<file path="config.mk">
export PLATFORM = sky130hd
export DESIGN_NAME = fair_share_bucket_arbiter
export DESIGN_NICKNAME = d
export VERILOG_FILES = /design/src/fsba_pkg.sv /design/src/fair_share_bucket_arbiter.sv
export SDC_FILE = /design/constraint.sdc
export NUM_CORES = 1
export LEC_CHECK = 0
export ABC_AREA = 1
export BUFFER_PORTS_ARGS = -buffer_cell sky130_fd_sc_hd__buf_2
export CAP_MARGIN = 10
export CORE_UTILIZATION = 60
export DETAILED_ROUTE_END_ITERATION = 8
export PLACE_DENSITY = 0.77
export SLEW_MARGIN = 10
export SYNTH_ARGS = -nofsm -noshare
export SYNTH_HDL_FRONTEND = slang
export SYNTH_SLANG_ARGS = --single-unit
</file>
<file path="constraint.sdc">
create_clock -name aclk -period 13.9 [get_ports aclk]
set_clock_uncertainty 0.05 [all_clocks]
set_input_delay 0.695 -clock aclk [delete_from_list [all_inputs] [get_ports aclk]]
set_output_delay 0.695 -clock aclk [all_outputs]
set_load 0.05 [all_outputs]
</file>
<file path="src/fsba_pkg.sv">
// Shared types and constants for the fair-share bucket arbiter.
package fsba_pkg;

    localparam int NUM_BUCKETS_DEF = 8;
    localparam int EXCESS_BITS_DEF = 48;
    localparam int MASK_BITS       = 8;
    localparam int BKT_W           = 3;
    localparam int ELAPSED_BITS    = 32;
    localparam int STATUS_W        = 3;

    typedef enum logic {
        OP_BEGIN = 1'b0,
        OP_END   = 1'b1
    } opcode_t;

    typedef enum logic [STATUS_W-1:0] {
        ST_GRANTED     = 3'd0,
        ST_ALL_EMPTY   = 3'd1,
        ST_END_CHARGED = 3'd2,
        ST_END_IGNORED = 3'd3,
        ST_BEGIN_BUSY  = 3'd4
    } status_t;

    typedef enum logic [2:0] {
        S_IDLE,
        S_SCAN,
        S_UPDATE,
        S_CHARGE_RD,
        S_CHARGE_WR,
        S_DONE
    } state_t;

    typedef struct packed {
        logic                    opcode;
        logic [MASK_BITS-1:0]    pending_mask;
        logic [ELAPSED_BITS-1:0] elapsed;
    } in_item_t;

    typedef struct packed {
        logic [STATUS_W-1:0] status;
        logic [BKT_W-1:0]    granted_bucket;
    } out_item_t;

endpackage

</file>
<file path="src/fair_share_bucket_arbiter.sv">
// Fair-share bucket arbiter: least-excess grant with per-bucket excess memory.
//
//  channel | direction | handshake          | payload
//  --------+-----------+--------------------+-------------------------------------
//  s_      | in        | s_valid / s_ready  | s_item: opcode, pending_mask, elapsed
//  m_      | out       | m_valid / m_ready  | m_item: status, granted_bucket
//
// Begin with a grant free: scan reads min(NUM_BUCKETS,8) entries, update writes all
// NUM_BUCKETS (skipped if none is pending), then the result loads. Other items go
// straight to it, an end with grant via a charge read and write. The excess memory
// (one read, one write per cycle) sets their pace. One item is in flight at a time;
// the result register lets the next request enter while a result waits on m_ready.
// aresetn clears control state and the per-entry valid bits; no clearing pass.

module fair_share_bucket_arbiter #(
    parameter int NUM_BUCKETS = fsba_pkg::NUM_BUCKETS_DEF,
    parameter int EXCESS_BITS = fsba_pkg::EXCESS_BITS_DEF
) (
    input  logic                aclk,
    input  logic                aresetn,
    input  logic                s_valid,
    output logic                s_ready,
    input  fsba_pkg::in_item_t  s_item,
    output logic                m_valid,
    input  logic                m_ready,
    output fsba_pkg::out_item_t m_item
);

    localparam int ADDR_W = (NUM_BUCKETS > 1) ? $clog2(NUM_BUCKETS) : 1;
    localparam int CNT_W  = $clog2(NUM_BUCKETS + 1);
    localparam int SCAN_N = (NUM_BUCKETS < fsba_pkg::MASK_BITS) ?
                            NUM_BUCKETS : fsba_pkg::MASK_BITS;
    localparam logic [EXCESS_BITS-1:0] EXCESS_MAX = '1;

    // excess memory, one read and one write port, registered read data
    logic [EXCESS_BITS-1:0] mem [NUM_BUCKETS];
    logic [EXCESS_BITS-1:0] mem_rdata_reg;
    logic                   rd_vbit_reg;
    logic [NUM_BUCKETS-1:0] valid_reg;
    logic                   mem_re, mem_we;
    logic [ADDR_W-1:0]      mem_raddr, mem_waddr;
    logic [EXCESS_BITS-1:0] mem_wdata;

    fsba_pkg::state_t  state_reg, state_next;
    fsba_pkg::status_t status_reg, status_next;
    logic [fsba_pkg::BKT_W-1:0] bucket_reg, bucket_next;

    logic [fsba_pkg::MASK_BITS-1:0]    mask_sh_reg, mask_sh_next;
    logic [fsba_pkg::ELAPSED_BITS-1:0] elapsed_reg, elapsed_next;
    logic [CNT_W-1:0]                  idx_reg, idx_next;
    logic                              rd_pend_reg, rd_pend_next;
    logic [ADDR_W-1:0]                 rd_addr_reg, rd_addr_next;
    logic                              found_reg, found_next;
    logic [EXCESS_BITS-1:0]            best_val_reg, best_val_next;
    logic [fsba_pkg::BKT_W-1:0]        best_idx_reg, best_idx_next;
    logic                              grant_held_reg, grant_held_next;
    logic [fsba_pkg::BKT_W-1:0]        grant_idx_reg, grant_idx_next;
    logic                              m_valid_reg, m_valid_next;
    fsba_pkg::out_item_t               m_item_reg;

    logic                   in_fire, out_load;
    logic                   scan_left, upd_left, scan_done, upd_done;
    logic [EXCESS_BITS-1:0] rd_data;
    logic [EXCESS_BITS:0]   diff, sum;
    logic [EXCESS_BITS-1:0] sub_clamped, add_sat;

    assign s_ready  = (state_reg == fsba_pkg::S_IDLE);
    assign in_fire  = s_valid && s_ready;
    assign out_load = (state_reg == fsba_pkg::S_DONE) && (!m_valid_reg || m_ready);
    assign m_valid  = m_valid_reg;
    assign m_item   = m_item_reg;

    assign scan_left = idx_reg < CNT_W'(SCAN_N);
    assign upd_left  = idx_reg < CNT_W'(NUM_BUCKETS);
    assign scan_done = !scan_left && !rd_pend_reg;
    assign upd_done  = !upd_left && !rd_pend_reg;

    // never-written entries read as zero
    assign rd_data     = rd_vbit_reg ? mem_rdata_reg : '0;
    assign diff        = {1'b0, rd_data} - {1'b0, best_val_reg};
    assign sub_clamped = diff[EXCESS_BITS] ? '0 : diff[EXCESS_BITS-1:0];
    assign sum         = {1'b0, rd_data} + (EXCESS_BITS+1)'(elapsed_reg);
    assign add_sat     = sum[EXCESS_BITS] ? EXCESS_MAX : sum[EXCESS_BITS-1:0];

    always_ff @(posedge aclk) begin
        if (mem_we) begin
            mem[mem_waddr] <= mem_wdata;
        end
        if (mem_re) begin
            mem_rdata_reg <= mem[mem_raddr];
            rd_vbit_reg   <= valid_reg[mem_raddr];
        end
    end

    always_ff @(posedge aclk) begin
        if (!aresetn) begin
            valid_reg <= '0;
        end else if (mem_we) begin
            valid_reg[mem_waddr] <= 1'b1;
        end
    end

    // next state
    always_comb begin
        state_next = state_reg;
        case (state_reg)
            fsba_pkg::S_IDLE: begin
                if (in_fire) begin
                    if (s_item.opcode == fsba_pkg::OP_BEGIN) begin
                        state_next = grant_held_reg ? fsba_pkg::S_DONE : fsba_pkg::S_SCAN;
                    end else begin
                        state_next = grant_held_reg ? fsba_pkg::S_CHARGE_RD : fsba_pkg::S_DONE;
                    end
                end
            end
            fsba_pkg::S_SCAN: begin
                if (scan_done) begin
                    state_next = found_reg ? fsba_pkg::S_UPDATE : fsba_pkg::S_DONE;
                end
            end
            fsba_pkg::S_UPDATE: begin
                if (upd_done) begin
                    state_next = fsba_pkg::S_DONE;
                end
            end
            fsba_pkg::S_CHARGE_RD: state_next = fsba_pkg::S_CHARGE_WR;
            fsba_pkg::S_CHARGE_WR: state_next = fsba_pkg::S_DONE;
            fsba_pkg::S_DONE: begin
                if (out_load) begin
                    state_next = fsba_pkg::S_IDLE;
                end
            end
            default: state_next = fsba_pkg::S_IDLE;
        endcase
    end

    // datapath and memory control
    always_comb begin
        status_next     = status_reg;
        bucket_next     = bucket_reg;
        mask_sh_next    = mask_sh_reg;
        elapsed_next    = elapsed_reg;
        idx_next        = idx_reg;
        rd_pend_next    = 1'b0;
        rd_addr_next    = rd_addr_reg;
        found_next      = found_reg;
        best_val_next   = best_val_reg;
        best_idx_next   = best_idx_reg;
        grant_held_next = grant_held_reg;
        grant_idx_next  = grant_idx_reg;
        mem_re          = 1'b0;
        mem_we          = 1'b0;
        mem_raddr       = idx_reg[ADDR_W-1:0];
        mem_waddr       = rd_addr_reg;
        mem_wdata       = sub_clamped;
        m_valid_next    = out_load || (m_valid_reg && !m_ready);

        case (state_reg)
            fsba_pkg::S_IDLE: begin
                if (in_fire) begin
                    mask_sh_next = s_item.pending_mask;
                    elapsed_next = s_item.elapsed;
                    idx_next     = '0;
                    found_next   = 1'b0;
                    bucket_next  = '0;
                    if (s_item.opcode == fsba_pkg::OP_BEGIN) begin
                        status_next = fsba_pkg::ST_BEGIN_BUSY;
                    end else begin
                        status_next = fsba_pkg::ST_END_IGNORED;
                    end
                end
            end
            fsba_pkg::S_SCAN: begin
                if (scan_left) begin
                    mem_re       = 1'b1;
                    idx_next     = idx_reg + 1'b1;
                    rd_pend_next = 1'b1;
                    rd_addr_next = idx_reg[ADDR_W-1:0];
                end
                if (rd_pend_reg) begin
                    mask_sh_next = mask_sh_reg >> 1;
                    // strict less-than keeps the lowest index on a tie
                    if (mask_sh_reg[0] && (!found_reg || rd_data < best_val_reg)) begin
                        found_next    = 1'b1;
                        best_val_next = rd_data;
                        best_idx_next = fsba_pkg::BKT_W'(rd_addr_reg);
                    end
                end
                if (scan_done) begin
                    idx_next    = '0;
                    status_next = found_reg ? fsba_pkg::ST_GRANTED : fsba_pkg::ST_ALL_EMPTY;
                    bucket_next = found_reg ? best_idx_reg : '0;
                end
            end
            fsba_pkg::S_UPDATE: begin
                // read entry i while writing back entry i-1
                if (upd_left) begin
                    mem_re       = 1'b1;
                    idx_next     = idx_reg + 1'b1;
                    rd_pend_next = 1'b1;
                    rd_addr_next = idx_reg[ADDR_W-1:0];
                end
                if (rd_pend_reg) begin
                    mem_we = 1'b1;
                end
                if (upd_done) begin
                    grant_held_next = 1'b1;
                    grant_idx_next  = best_idx_reg;
                end
            end
            fsba_pkg::S_CHARGE_RD: begin
                mem_re    = 1'b1;
                mem_raddr = ADDR_W'(grant_idx_reg);
            end
            fsba_pkg::S_CHARGE_WR: begin
                mem_we          = 1'b1;
                mem_waddr       = ADDR_W'(grant_idx_reg);
                mem_wdata       = add_sat;
                grant_held_next = 1'b0;
                status_next     = fsba_pkg::ST_END_CHARGED;
                bucket_next     = grant_idx_reg;
            end
            default: begin
            end
        endcase
    end

    always_ff @(posedge aclk) begin
        if (!aresetn) begin
            state_reg      <= fsba_pkg::S_IDLE;
            rd_pend_reg    <= 1'b0;
            found_reg      <= 1'b0;
            grant_held_reg <= 1'b0;
            grant_idx_reg  <= '0;
            m_valid_reg    <= 1'b0;
            idx_reg        <= '0;
        end else begin
            state_reg      <= state_next;
            rd_pend_reg    <= rd_pend_next;
            found_reg      <= found_next;
            grant_held_reg <= grant_held_next;
            grant_idx_reg  <= grant_idx_next;
            m_valid_reg    <= m_valid_next;
            idx_reg        <= idx_next;
        end
    end

    always_ff @(posedge aclk) begin
        status_reg   <= status_next;
        bucket_reg   <= bucket_next;
        mask_sh_reg  <= mask_sh_next;
        elapsed_reg  <= elapsed_next;
        rd_addr_reg  <= rd_addr_next;
        best_val_reg <= best_val_next;
        best_idx_reg <= best_idx_next;
        if (out_load) begin
            m_item_reg.status         <= status_reg;
            m_item_reg.granted_bucket <= bucket_reg;
        end
    end

`ifndef SYNTH
    a_no_same_addr_rw: assert property (@(posedge aclk) disable iff (!aresetn)
        (mem_we && mem_re) |-> (mem_waddr != mem_raddr))
        else $error("read and write of the same excess entry in one cycle");

    a_write_states: assert property (@(posedge aclk) disable iff (!aresetn)
        mem_we |-> (state_reg == fsba_pkg::S_UPDATE || state_reg == fsba_pkg::S_CHARGE_WR))
        else $error("excess memory written outside update or charge");

    a_grant_from_update: assert property (@(posedge aclk) disable iff (!aresetn)
        $rose(grant_held_reg) |-> $past(state_reg == fsba_pkg::S_UPDATE))
        else $error("grant taken without an update pass");

    a_granted_in_range: assert property (@(posedge aclk) disable iff (!aresetn)
        (out_load && status_reg == fsba_pkg::ST_GRANTED)
            |-> (int'(bucket_reg) < NUM_BUCKETS) && grant_held_reg)
        else $error("granted bucket out of range or grant not held");
`endif

endmodule

</file>
# --- After elaboration in Yosys (flattened, before gate mapping) ---
# Memory sizes are Yosys's and may differ from the RTL's. A register that Yosys moved wholly into a read port is not among the register bits.
# Index checks and enable logic that the tools add are counted.
totals:
  register_bits: 129
  inputBits: 45
  memories: 1
  elab_cells: 117
  mem_bits_rw: 384
classes:
  bitwise: 1
  magnitude_cmp: 5
  reduce_logical: 31
  mux: 47
  n_eq_ne: 11
  addsub: 3
mem_list:
  columns: ["memory", "words", "width", "read_ports", "rd_ports_with_merged_regs", "wr", "line_no", "rtl"]
  rows:
  - ["mem", 8, 48, 1, 1, 1, "fair_share_bucket_arbiter.sv:36", "logic [EXCESS_BITS-1:0] mem [NUM_BUCKETS];"]
ops:
  columns: ["operator", "count"]
  rows:
  - ["$mux W48", 4]
  - ["$add A48 B32 Y49", 1]
  - ["$sub A48 B48 Y49", 1]
  - ["$lt A48 B48 Y1", 1]
  - ["$mux W3", 16]
  - ["$pmux W3 S3", 2]
  - ["$pmux W3 S6", 1]
  - ["$mux W8", 2]
  - ["$pmux W8 S2", 1]
  - ["$mux W4", 3]
  - ["$pmux W4 S3", 1]
  - ["$reduce_and A2 Y1", 6]
  - ["$mux W1", 11]
  - ["$ne A2 B2 Y1 const B", 5]
  - ["$reduce_and A3 Y1", 3]
  - ["$lt A3 B4 Y1 const B", 2]
  - ["$or A8 B8 Y8", 1]
  - ["$pmux W1 S2", 4]
  - ["$reduce_and A4 Y1", 2]
  - ["$eq A3 B2 Y1 const B", 2]
  - ["$eq A3 B3 Y1 const B", 2]
  - ["$logic_and A1 B1 Y1", 6]
  - ["$reduce_bool A3 Y1", 2]
  - ["$logic_not A1 Y1", 5]
  - ["other kinds (11)", 14]

# --- Depth between registers and ports, before layout ---
# Gate-level depths: netlist (run 1).
depth:
  ltp_word: 7
  depth_mapped: 22
  mapped_depth_nobuf: 18

# --- Least setup slack after synthesis (run 1) ---
# Ideal clock, no wire load.
synth_path:
  path_type: "reg2reg"
  from: "register rd_vbit_reg"
  to: "register best_idx_reg[0] in the netlist's numbering, enable pin"
  stages_incl_launch_ff: 19
  t_arrival_ps: 4734
  setup_slack_ps: 8640
  required_time_ps: 13374
  period_less_slack_ps: 5260
  n_path_buf: 4
  path_cell_list: "edfxtp_1 > buf_4 > buf_4 > buf_2 > buf_1 > nand2_1 > inv_1 > ha_1 > nand2_1 > inv_1 > a21oi_1 > nand2_1 > nand2_1 > nand2_1 > nand2_1 > nand4_1 > nand2_1 > nand2_1 > a21oi_1"
synth_via:
  elab_chain_len: 5
synth_rtl:
  columns: ["item", "line_no", "rtl"]
  rows:
  - ["start: declaration", "fair_share_bucket_arbiter.sv:38", "logic rd_vbit_reg;"]
  - ["start signal: assignment", "fair_share_bucket_arbiter.sv:91", "rd_vbit_reg <= valid_reg[mem_raddr];"]
  - ["$mux W48", "fair_share_bucket_arbiter.sv:79", "assign rd_data = rd_vbit_reg ? mem_rdata_reg : '0;"]
  - ["via rd_data[7]", "fair_share_bucket_arbiter.sv:63", "logic [EXCESS_BITS-1:0] rd_data;"]
  - ["$lt A48 B48 Y1", "fair_share_bucket_arbiter.sv:183", "if (mask_sh_reg[0] && (!found_reg || rd_data < best_val_reg)) begin"]
  - ["$logic_or A1 B1 Y1", "fair_share_bucket_arbiter.sv:183", null]
  - ["$logic_and A1 B1 Y1", "fair_share_bucket_arbiter.sv:183", null]
  - ["$reduce_and A3 Y1 (no line)", null, null]
  - ["end signal: assignment", "fair_share_bucket_arbiter.sv:255", "best_idx_reg <= best_idx_next;"]
  - ["end: declaration", "fair_share_bucket_arbiter.sv:55", "logic [fsba_pkg::BKT_W-1:0] best_idx_reg, best_idx_next;"]
# The timed path passes the listed nets, and every way through them passes these cells.
# A chain may end at the register's enable or synchronous reset.

# --- Worst setup path after layout (run 1) ---
layout_path:
  from: "register rd_vbit_reg"
  to: "memory mem[6][5] in the netlist's numbering (data pin)"
layout_via:
  elab_chain_len: 4
  elab_cells_between_ends: 6
layout_rtl:
  columns: ["item", "line_no", "rtl"]
  rows:
  - ["$mux W48 *", "fair_share_bucket_arbiter.sv:79", null]
  - ["$sub A48 B48 Y49 / $add A48 B32 Y49 (equally long branches)", "fair_share_bucket_arbiter.sv:80, fair_share_bucket_arbiter.sv:82", null]
  - ["$mux W48, on equally long branches", "fair_share_bucket_arbiter.sv:81, fair_share_bucket_arbiter.sv:83", null]
  - ["$mux W48 *", "fair_share_bucket_arbiter.sv:158", "case (state_reg)"]
  - ["via mem_wdata[5]", "fair_share_bucket_arbiter.sv:42", "logic [EXCESS_BITS-1:0] mem_wdata;"]
  - ["end: declaration", "fair_share_bucket_arbiter.sv:36", null]
# The timed path passes the listed nets; every way through them passes the cells marked *.

==> results of run 1 <==
-- layer usage --
layer  track usage (%)  vias to the layer above  part of all wire, %
met3              7.90                      203                   12
met1              51.5                    11073                   40
met2              56.2                     1319                   44
met4              13.8                        2                  3.6
li1                  -                    10726                    -
met5                 0                        -                0.015
-- area by class of cell --
class                      count  area, sq um
clock inverter                28          233
antenna                        2         5.00
timing repair buffer          77          448
sequential                   561        16600
fill                        3787        16100
multi-input combinational   2084        10500
inverter                     412         1550
clock buffer                  70         1470
tap                          615          769
-- report_power, final --
part	switching (mW)	internal, mW
registers	0.0932	2.34
clock network	0.622	0.804
logic	2.17	0.766
total	2.89	3.91
-- cells by family after synthesis --
group,after synthesis,synth area share (%)
compound gates,519,9.61
xor+xnor,50,1.51
fa+ha+maj,82,3.59
buf+inv,503,6.73
flops,561,57.3
mux,48,1.86
simple gates,1385,19.4
-- cells in the final DEF, fill, tap and decap left out, types with 52 or more instances in the layout --
| master | count |
|---|---|
| buf_2 | 52 |
| nand2_1 | 718 |
| a21oi_1 | 95 |
| ha_1 | 80 |
| nand3_1 | 134 |
| edfxtp_1 | 539 |
| nand4_1 | 60 |
| o21ai_1 | 60 |
| clkbuf_16 | 56 |
| nor2_1 | 423 |
| inv_1 | 404 |
| o21ai_0 | 246 |
| o22ai_1 | 97 |
-- worst paths after layout --
| kind | depth (start not counted) | to | slack (ps) |
|---|---|---|---|
| hold / removal | 1 | elapsed_reg[15] | 210 |
| setup / recovery | 16 | mem[6][5] | 9210 |
| setup reg to reg | 16 | mem[6][5] | 9210 |
| hold reg to reg | 0 | m_item[5] | 370 |
==> impl_metrics.json, run 1 <==
{
  "finalMaxSlewViolations": 0,
  "cts_tree": "done",
  "fp.dieW_um": 222,
  "io_pins": 53,
  "vias": 23323,
  "dp_cells": 3749,
  "grt_pass1_wl_mm": 133,
  "fin_crit_sh_pct": 33.8,
  "routed_wl_mm": 89.6,
  "fmax_mhz": 213,
  "dpl_worst_slack_ps": 9410,
  "slowest_delay_ps": 720,
  "cts_buffer_depth": 3,
  "grt_overflow": 0,
  "syn_nets": 3275,
  "ys_seq_elements": 561,
  "htree_num_levels": 2,
  "fin_util_pct": 66.2,
  "drive_gt1_share_pct": 7.09,
  "route.detailed.drc": 0,
  "cp_max_fo": 52,
  "worst_setup_path_end_kind": "flip-flop",
  "core_area_sq_um": 47700,
  "drt_pass1_iterations": 6,
  "power_leakage_nw": 13.0,
  "grt_pass1_vias": 22226,
  "area_growth_pct": 9.01,
  "cap_violations": 0,
  "holdBufCountCts": 0,
  "stdcell_count": 3849,
  "grt_max_degree": 99,
  "largest_register_ffs": 384,
  "critPathLaunchType": "flip-flop",
  "cts-root-buf": "clkbuf_16",
  "r2r_start": "rd_vbit_reg",
  "finalPower_mw": 6.80,
  "viasPerCell": 6.06,
  "synth_async_sr_flop_share_pct": 0,
  "clkLatencyLatePin_ps": 620,
  "arrival_ps": 4930,
  "wl_per_cell_um": 23.3,
  "status": "complete, no violations",
  "ys_top_cells_by_area": "edfxtp_1, nand2_1, nor2_1",
  "first_iter_violations": 2828,
  "synth_edf_count": 539,
  "yosysWarnings": 0,
  "numCtsBuffers": 55,
  "synth_commonest_cells": "nand2_1, edfxtp_1, nor2_1",
  "yosysSeqAreaShare_pct": 57.3,
  "netlist_area_sq_um": 29000,
  "post_cts_buffers": 0,
  "syn_avg_cell_area_sq_um": 9.21,
  "yosys_most_used_dff": "edfxtp_1",
  "startpoint": "rd_vbit_reg",
  "worst_slack_ps": 9210,
  "dpl-instance-area_sq_um": 29900,
  "synthCells": 3148,
  "final_nets": 3318,
  "crit_chain": "buf_4 > nand2_1 > ha_1 > fa_1 > o21ai_2 > nand2_1 > nand2_1 > nand2_1 > nand2_1 > nand2_1 > nand3_1 > nand2_1 > nand2_1 > nand2_1 > buf_4 > o21ai_0",
  "cpMaxStageDelayCell": "o21ai_0",
  "synth.most_common_cell": "nand2_1",
  "cts_resized": 0,
  "track_usage_pct": 36.6,
  "die_y_um": 222,
  "required_ps": 14140,
  "fin_crit_ps": 4690,
  "setup_viol": 0,
  "hold_viol_final": 0,
  "post-route-cell-area_sq_um": 31600,
  "path_clk_slew_ps": 70,
  "io_buffers": 52,
  "power.density_nw_per_um2": 215,
  "place_congestion": 1.05,
  "path_delay_family": "simple AND/OR/NAND/NOR gates",
  "synth_top_area_share_pct": 55.8,
  "clkSinkCount": 561,
  "hold_slack_ps": 207,
  "tightest_slew_ps": 1200,
  "start_util_pct": 60.7,
  "ant_nets": 0,
  "die_area_sq_um": 49200,
  "setup_tns_ps": 0,
  "slew_headroom_pct": 19.7,
  "antenna_found_initial": 5,
  "hp-start": "s_item[15]",
  "rsz0062_at_grt": "false",
  "synth_top_area_cell": "edfxtp_1",
  "cp_common_cell": "nand2_1",
  "hold_class": "in -> reg",
  "path_buf_inv": 2,
  "rows": 80,
  "worst-setup-path-type": "reg -> reg",
  "synth_cell_type_count": 43,
  "peakVddDrop_uv": 156,
  "hpwl_mm": 61.6
}
Note: power is estimated with default switching activity, not from simulation.
==> inputs of run 2 (changes only) <==
--- a/config.mk
+++ b/config.mk
@@ -8,9 +8,9 @@
 export ABC_AREA = 1
 export BUFFER_PORTS_ARGS = -buffer_cell sky130_fd_sc_hd__buf_2
 export CAP_MARGIN = 10
-export CORE_UTILIZATION = 60
+export CORE_UTILIZATION = 57
 export DETAILED_ROUTE_END_ITERATION = 8
-export PLACE_DENSITY = 0.77
+export PLACE_DENSITY = 0.76
 export SLEW_MARGIN = 10
 export SYNTH_ARGS = -nofsm -noshare
 export SYNTH_HDL_FRONTEND = slang
==> constraint.sdc (replaced) <==
create_clock -name aclk -period 3.91 [get_ports aclk]
set_clock_uncertainty 0.05 [all_clocks]
set_input_delay 0.1955 -clock aclk [delete_from_list [all_inputs] [get_ports aclk]]
set_output_delay 0.1955 -clock aclk [all_outputs]
set_load 0.05 [all_outputs]
==> run 2 against run 1 <==
Effect of this change:
- total power grew to 3.7 times the previous value
- core utilization is 0.96 points lower
- count of clock-buffer cells in the layout is 5 lower
- critical endpoint is now mem[1][17]
- global-route usage is 0.21 points lower
- die area is 5.2% higher
==> impl_metrics.json, run 2 (same netlist as run 1, synthesis figures left out) <==
{
  "clkLatencyLatePin_ps": 620,
  "layout_common_cells": "nand2_1, edfxtp_1, nor2_1",
  "vias": 23758,
  "cts_tree": "done",
  "dp_cells": 3852,
  "cap_violations": 0,
  "cp_max_fo": 43,
  "ant_nets": 0,
  "die_area_sq_um": 51800,
  "antenna-diode-count": 0,
  "stdcell_count": 3992,
  "io_pins": 53,
  "route.detailed.drc": 0,
  "drt_pass1_iterations": 8,
  "grt_pass1_wl_mm": 137,
  "hold_viol_final": 0,
  "grt_max_degree": 197,
  "grt_pass1_vias": 22674,
  "drive_gt1_share_pct": 8.46,
  "power_leakage_nw": 13.5,
  "reg2regPathDepth": 13,
  "io_buffers": 52,
  "first_iter_violations": 2585,
  "worst-setup-path-type": "reg -> reg",
  "fmax_mhz": 268,
  "slew_headroom_pct": 34.3,
  "tightest_slew_ps": 986,
  "path_clk_slew_ps": 60,
  "setup_tns_ps": 0,
  "fin_util_pct": 65.2,
  "critPathLaunchType": "flip-flop",
  "routed_wl_mm": 93.6,
  "rsz0062_at_grt": "false",
  "hold_slack_ps": 71.1,
  "status": "complete, no violations",
  "area_growth_pct": 12.9,
  "cts_buffer_depth": 3,
  "clkSinkCount": 561,
  "multi_input_area_sq_um": 10500,
  "viasPerCell": 5.95,
  "hold_class": "in -> reg",
  "htree_num_levels": 2,
  "largest_register_ffs": 384,
  "fin_crit_sh_pct": 95.5,
  "seqCellArea_sq_um": 16600,
  "final_common_cell": "nand2_1",
  "fillers": 3891,
  "die_y_um": 228,
  "numCtsBuffers": 55,
  "required_ps": 4200,
  "setup_viol": 0,
  "track_usage_pct": 36.4,
  "fp.dieW_um": 228,
  "power.density_nw_per_um2": 759,
  "peakVddDrop_uv": 596,
  "arrival_ps": 4030,
  "wl_per_cell_um": 23.4,
  "place_congestion": 1.04,
  "core_area_sq_um": 50200,
  "worst_setup_path_end_kind": "flip-flop",
  "antenna_found_initial": 0,
  "hpwl_mm": 65.8,
  "grt_overflow": 0,
  "rows": 82,
  "fin_crit_ps": 3740,
  "start_util_pct": 57.8,
  "finalMaxSlewViolations": 0,
  "hold_depth": 6,
  "final_nets": 3407,
  "cts-root-buf": "clkbuf_16"
}
-- run 2: metal layers --
metal  part of all wire (%)  global-route usage [%]  up-vias
met5                      0                       0        -
met4                    3.6                    13.4        0
met3                    8.9                    5.33      189
met2                     46                    58.2     1232
met1                     42                    50.6    11427
li1                       -                       -    10910
-- run 2: worst paths after layout --
check	from	endpoint	slack, ps
max reg2reg	rd_vbit_reg	mem[1][17]	170
min	s_valid	state_reg[0]	70
max	rd_vbit_reg	mem[1][17]	170
min reg2reg	bucket_reg[2]	m_item[2]	360
-- run 2: timing repair --
action,CTS,global route
resized for setup,0,22
setup buffers,0,0
hold endpoints to repair,51,0
hold buffers,43,0
endpoints found under the setup margin,0,256
-- run 2: metrics by stage --
| stage | power [mW] | cell area (sq um) | worst slack [ps] |
|---|---|---|---|
| 3_3_place_gp | 18.9 | 30500 | 141 |
| 6_report | 24.8 | 32700 | 174 |
| 5_1_grt | 26.0 | 32700 | 7.21 |
| 2_1_floorplan | 15.3 | 29000 | 86.7 |
| 3_5_place_dp | 19.1 | 30500 | 46.7 |
| 4_1_cts | 24.5 | 32700 | 13.7 |
-- run 2: final cells by class --
type	instances	area share, %
tap	672	2.57
timing repair buffer	166	4.27
clock inverter	32	1.09
multi-input combinational	2084	32.1
inverter	412	4.73
sequential	561	50.8
clock buffer	65	4.39
-- run 2: report_power, final --
part,internal [mW],leakage (nW),switching [mW]
Clock,3.08,0.878,2.26
Sequential,8.30,5.16,0.344
Combinational,3.04,7.48,7.82
Total,14.4,13.5,10.4
-- run 2: worst max-delay path, cell delays in order (launching register included) --
cell,delay (ps)
edfxtp_1,410
buf_12,250
nand2_1,80
inv_1,170
ha_1,320
nand2_1,180
inv_1,60
nand2_1,60
nand3_1,140
a21oi_1,230
nand2_1,110
a21oi_1,500
xor2_1,300
o21ai_1,510
